## src/rtl/core/lzw_encoder_top_macros.svh

```systemverilog
// Assertion macros for the LZW encoder RTL.
// Used by lzw_encoder_top; no other dependencies.
`ifndef LZW_ENCODER_TOP_MACROS_SVH
`define LZW_ENCODER_TOP_MACROS_SVH

`ifndef SYNTHESIS
`define LZWE_ASSERT_SAME(lbl, clk, rst_n, ante, cons) \
  lbl: assert property (@(posedge clk) disable iff (!rst_n) (ante) |-> (cons)) \
    else $error("lzwe check failed");
`define LZWE_ASSERT_NEXT(lbl, clk, rst_n, ante, cons) \
  lbl: assert property (@(posedge clk) disable iff (!rst_n) (ante) |=> (cons)) \
    else $error("lzwe check failed");
`else
`define LZWE_ASSERT_SAME(lbl, clk, rst_n, ante, cons)
`define LZWE_ASSERT_NEXT(lbl, clk, rst_n, ante, cons)
`endif

`endif

```

## src/rtl/core/lzwe_ram.sv

```systemverilog
// Generic single-clock RAM, one write and one read port, registered read.
// No dependencies.
module lzwe_ram #(
  parameter int WIDTH = 8,
  parameter int DEPTH = 256
) (
  input  logic                     clk,
  input  logic                     we,
  input  logic [$clog2(DEPTH)-1:0] waddr,
  input  logic [WIDTH-1:0]         wdata,
  input  logic [$clog2(DEPTH)-1:0] raddr,
  output logic [WIDTH-1:0]         rdata
);

  logic [WIDTH-1:0] mem [DEPTH];

  always_ff @(posedge clk) begin
    if (we) begin
      mem[waddr] <= wdata;
    end
    rdata <= mem[raddr];
  end

endmodule

```

## config.mk

```make
export PLATFORM = sky130hd
export DESIGN_NAME = lzwe_ram
export DESIGN_NICKNAME = d
export VERILOG_FILES = /design/src/rtl/core/lzw_encoder_top_macros.svh /design/src/rtl/core/lzwe_ram.sv
export SDC_FILE = /design/constraint.sdc
export NUM_CORES = 2
export LEC_CHECK = 0
export BUFFER_PORTS_ARGS = -buffer_cell sky130_fd_sc_hd__buf_2
export CORE_MARGIN = 1
export CORE_UTILIZATION = 60
export DETAILED_ROUTE_END_ITERATION = 10
export HOLD_SLACK_MARGIN = 0.12
export PLACE_DENSITY = 0.76
export SYNTH_ARGS = -nofsm -noshare
export SYNTH_HDL_FRONTEND = slang
export SYNTH_SLANG_ARGS = --single-unit
```

## constraint.sdc

```tcl
create_clock -name clk -period 7 [get_ports clk]
set_clock_uncertainty 0.1 [all_clocks]
set_input_delay 0.7 -clock clk [delete_from_list [all_inputs] [get_ports clk]]
set_output_delay 0.7 -clock clk [all_outputs]
set_load 0.01 [all_outputs]
```

After elaboration in Yosys (flattened, before gate mapping)
Memories as Yosys holds them, arrays and structs flattened. A register that Yosys moved wholly into a read port is not among the register bits.
Index checks and enable logic that the tools add are counted.
Widths: inputs -> output; s select.

word-level totals
  RAM bits = 2048
  output and inout bits = 8
  word-level logic and storage cells = 3
  memories = 1
  flip-flop bits (word level) = 0

operators by class
  multiplexer cells = 2

memory list
  memory  depth  bits a word  rd ports  clocked after memory_dff  write ports  line            text
  mem     256    8            1         1                         1            lzwe_ram.sv:15  logic [WIDTH-1:0] mem [DEPTH];

operator list
  kind    number
  $mux 1  2

Longest topological paths before layout
  depth in word-level cells = 2
  mapped depth = 11
  mapped depth without buffers = 6

Least setup slack after synthesis
No wires, ideal clock.

  path kind = input -> register
  start point = input port raddr[0]
  end point = register rdata[2], read port of mem
  setup time = 0.131 ns
  stages = 9
  arrival = 2.507 ns
  buffers on the path = 4
  setup slack = 4.262 ns
  path through = buf_6 > buf_12 > buf_8 > buf_2 > mux4_2 > a22oi_1 > a21oi_1 > nor4_1 > nor4_2

RTL lines
  element             line            text
  start: declaration  lzwe_ram.sv:11  input logic [$clog2(DEPTH)-1:0] raddr,
  end: declaration    lzwe_ram.sv:12  output logic [WIDTH-1:0] rdata

==> impl_metrics.tcl <==
set metrics [dict create \
    status "finished with violations" \
    violations "capacitance limit, slew limit" \
    p_leak_nw 26.7 \
    cts_buffers 193 \
    layout_setup_ws_ns 3.04 \
    yosysWarnings 0 \
    cp-end-kind "flop" \
    synth_most_common_cell "edfxtp_1" \
    pre_cts_ws_ns 2.32 \
    arrival_ns 4.50 \
    path_class "in -> reg" \
    crit_path_max_incr_delay_ns 0.78 \
    ys_types 55 \
    switchingPower_w 0.00526 \
    clk_path_buf_depth 3 \
    globalplace.congestion 0.850 \
    gr-total-overflow 0 \
    ys_async_sr_fraction_pct 0 \
    grtUsageTotal_pct 29.0 \
    syn_area_per_cell_sq_um 21.3 \
    critPathRequiredTime_ns 7.54 \
    wl_per_cell_um 33.5 \
    num_io_pins 34 \
    grt_max_degree 170 \
    antenna_found_initial 6 \
    timing.slew.headroom_pct -8.23 \
    maxCapViolCount 1 \
    hold_slack_ns 0.334 \
    cts_setup_buffers 0 \
    cp_common_cell "buf_4" \
    clockRootBuffer "clkbuf_16" \
    drt_wl_total_mm 192 \
    hold_viol 0 \
    peakVddDrop_mv 0.316 \
    hp-class "in -> reg" \
    yosysSeqAreaShare_pct 77.5 \
    drive_above_1_share_pct 21.2 \
    post-route-period-util_pct 56.6 \
    die_h_um 366 \
    cts.reportedPaths.clkPinSlew_ns 0.06 \
    post-dp-hpwl_mm 112 \
    rsz0062_at_grt "no" \
    synth_common_cells "edfxtp_1, mux4_2, nor2_1" \
    grt_pass1_vias 39386 \
    start_util_pct 60.5 \
    post_synth_instance_area_sq_um 79600 \
    synth_fp_nets 3759 \
    p_per_area_nw_per_um2 283 \
    worst-path-buf-inv 3 \
    yosys.area.top_type "edfxtp_1" \
    core-area_sq_um 131000 \
    cts.sinks 2056 \
    worstSkewPairLatency_ns 0.82 \
    fin_tns_setup_ns 0 \
    synthFlopType "edfxtp_1" \
    p_int_w 0.0194 \
    cts_resized 0 \
    synth-edff-count 2048 \
    combPwrFrac_pct 4.8 \
    via_per_inst 6.95 \
    drv_slew 2 \
    cts_tree "built" \
    die_area_sq_um 134000 \
    drtAntennaViolNets 0 \
    drtIter0Drc 5842 \
    via_count 39769 \
    cts_hold_buf 0 \
    layout.nets 3831 \
    setup_violations 0 \
    worst_pin_slew_ns 1.61 \
    cp_top_family "compound AO/OA/AOI/OAI gates" \
    power_frac_seq_pct 55.1 \
    slowest_stage "buf_4" \
    io_buffers 33 \
    cp_cell_sequence "buf_4 -> buf_4 -> nor2b_4 -> buf_4 -> a22o_1 -> a221oi_1 -> o221ai_1 -> a211oi_1 -> nor4_1" \
    drt_first_pass_iters 6 \
    drc 0 \
    fmax_mhz 253 \
    syn_inst 3733 \
    swShare_pct 21.3 \
    fp-row-count 133 \
    synth_top_area_share_pct 77.3 \
    grt_pass1_wl_mm 278 \
    synth-seq-cells 2056 \
    min_period_ns 3.96 \
    cp_max_fo 51 \
    yosys-top-cells-area "edfxtp_1, mux4_2, mux2i_1, nor2_1, a22oi_1" \
    area_growth_pct 9.68 \
    crit_path_start_kind "primary input" \
    clkPwrFrac_pct 40.2 \
    n_fill_cell 8070 \
    htree_levels 4 \
    die_w_um 366 \
]
[cell families (layout without fill, tap and decap cells)]
family	count (synthesis)	count (layout)	share of synthesized area, %
mux	591	591	14.6
buf+inv	235	466	1.83
compound gates	385	385	3.42
simple gates	466	466	2.63
flops	2056	2056	77.5
other cells	0	7	0
[stage by stage]
stage | instance area (sq um) | power (W) | instances | util, %
4_1_cts | 87200 | 0.0248 | 5719 | 66.4
3_3_place_gp | 81300 | 0.0150 | 5365 | 61.8
6_report | 87300 | 0.0247 | 5726 | 66.4
5_1_grt | 87200 | 0.0252 | 5720 | 66.4
3_5_place_dp | 81300 | 0.0150 | 5365 | 61.9
2_1_floorplan | 79600 | 0.0145 | 3733 | -
[worst reg2reg max path, stage by stage (launching register included)]
cell,delay [ns]
edfxtp_1,0.36
mux4_2,0.52
a22o_1,0.20
a221oi_1,0.62
o221ai_1,0.24
a211oi_1,0.77
nor4_1,0.15
[cell usage in the layout, fill, tap and decap left out, types with 5 or more instances in the layout]
cell	count
dfxtp_1	8
clkinv_8	6
bufinv_16	8
diode_2	7
nor3_1	22
edfxtp_1	2048
nand3_1	34
nor2_1	279
nand4_1	10
nor2b_1	28
clkbuf_1	49
a22oi_1	133
clkbuf_8	10
buf_12	9
o22ai_1	28
o221ai_1	46
mux4_2	454
nand2b_1	8
o22a_1	5
a22o_1	8
buf_2	22
nand2_1	33
nor4_2	5
mux2i_1	134
clkinv_2	32
a211oi_1	16
buf_4	69
o21ai_0	10
nor4_1	22
a221oi_1	13
clkbuf_16	197
a21oi_1	96
clkinv_1	51
o211ai_1	10
and2_1	6
[power groups by stage]
stage | Sequential [W] | Clock (W) | Combinational [W]
floorplan | 0.0138 | 0 | 0.000659
global placement | 0.0139 | 0 | 0.00114
detailed placement | 0.0139 | 0 | 0.00116
CTS | 0.0136 | 0.00999 | 0.00117
global route | 0.0136 | 0.0104 | 0.00122
finish | 0.0136 | 0.00993 | 0.00118
[sequential cells by signal, summed over array words and instances, names as in the netlist]
register,cells
mem,2048
rdata,8
[worst paths after layout]
kind	startpoint	endpoint	slack [ns]	cells after the start
max	raddr[2]	rdata[5]$_DFF_P_	3.04	9
min	wdata[1]	mem[67][1]$_DFFE_PP_	0.33	1
max reg2reg	mem[19][5]$_DFFE_PP_	rdata[5]$_DFF_P_	3.86	6
min reg2reg	mem[60][0]$_DFFE_PP_	rdata[0]$_DFF_P_	0.89	6
[layer usage]
layer	wire length (um)	global-route usage, %	up-vias
met5	25	0	-
met4	7100	10.5	4
met3	22900	6.11	392
met2	91300	44.6	2720
met1	70500	41.7	20810
li1	-	-	15843
[final cells by class]
cell class              count  area [sq um]  share of cell area, %
flip-flops and latches   2056         61700                   70.7
multi-input cells        1442         16500                   18.9
clock buffers             249          5150                   5.91
well taps                1755          2200                   2.52
repair buffers            110           950                   1.09
clock inverters           105           772                  0.885
diodes                      7          17.5                 0.0201
inverters                   2          7.51                0.00860
Note: power is estimated with default switching activity, not from simulation.
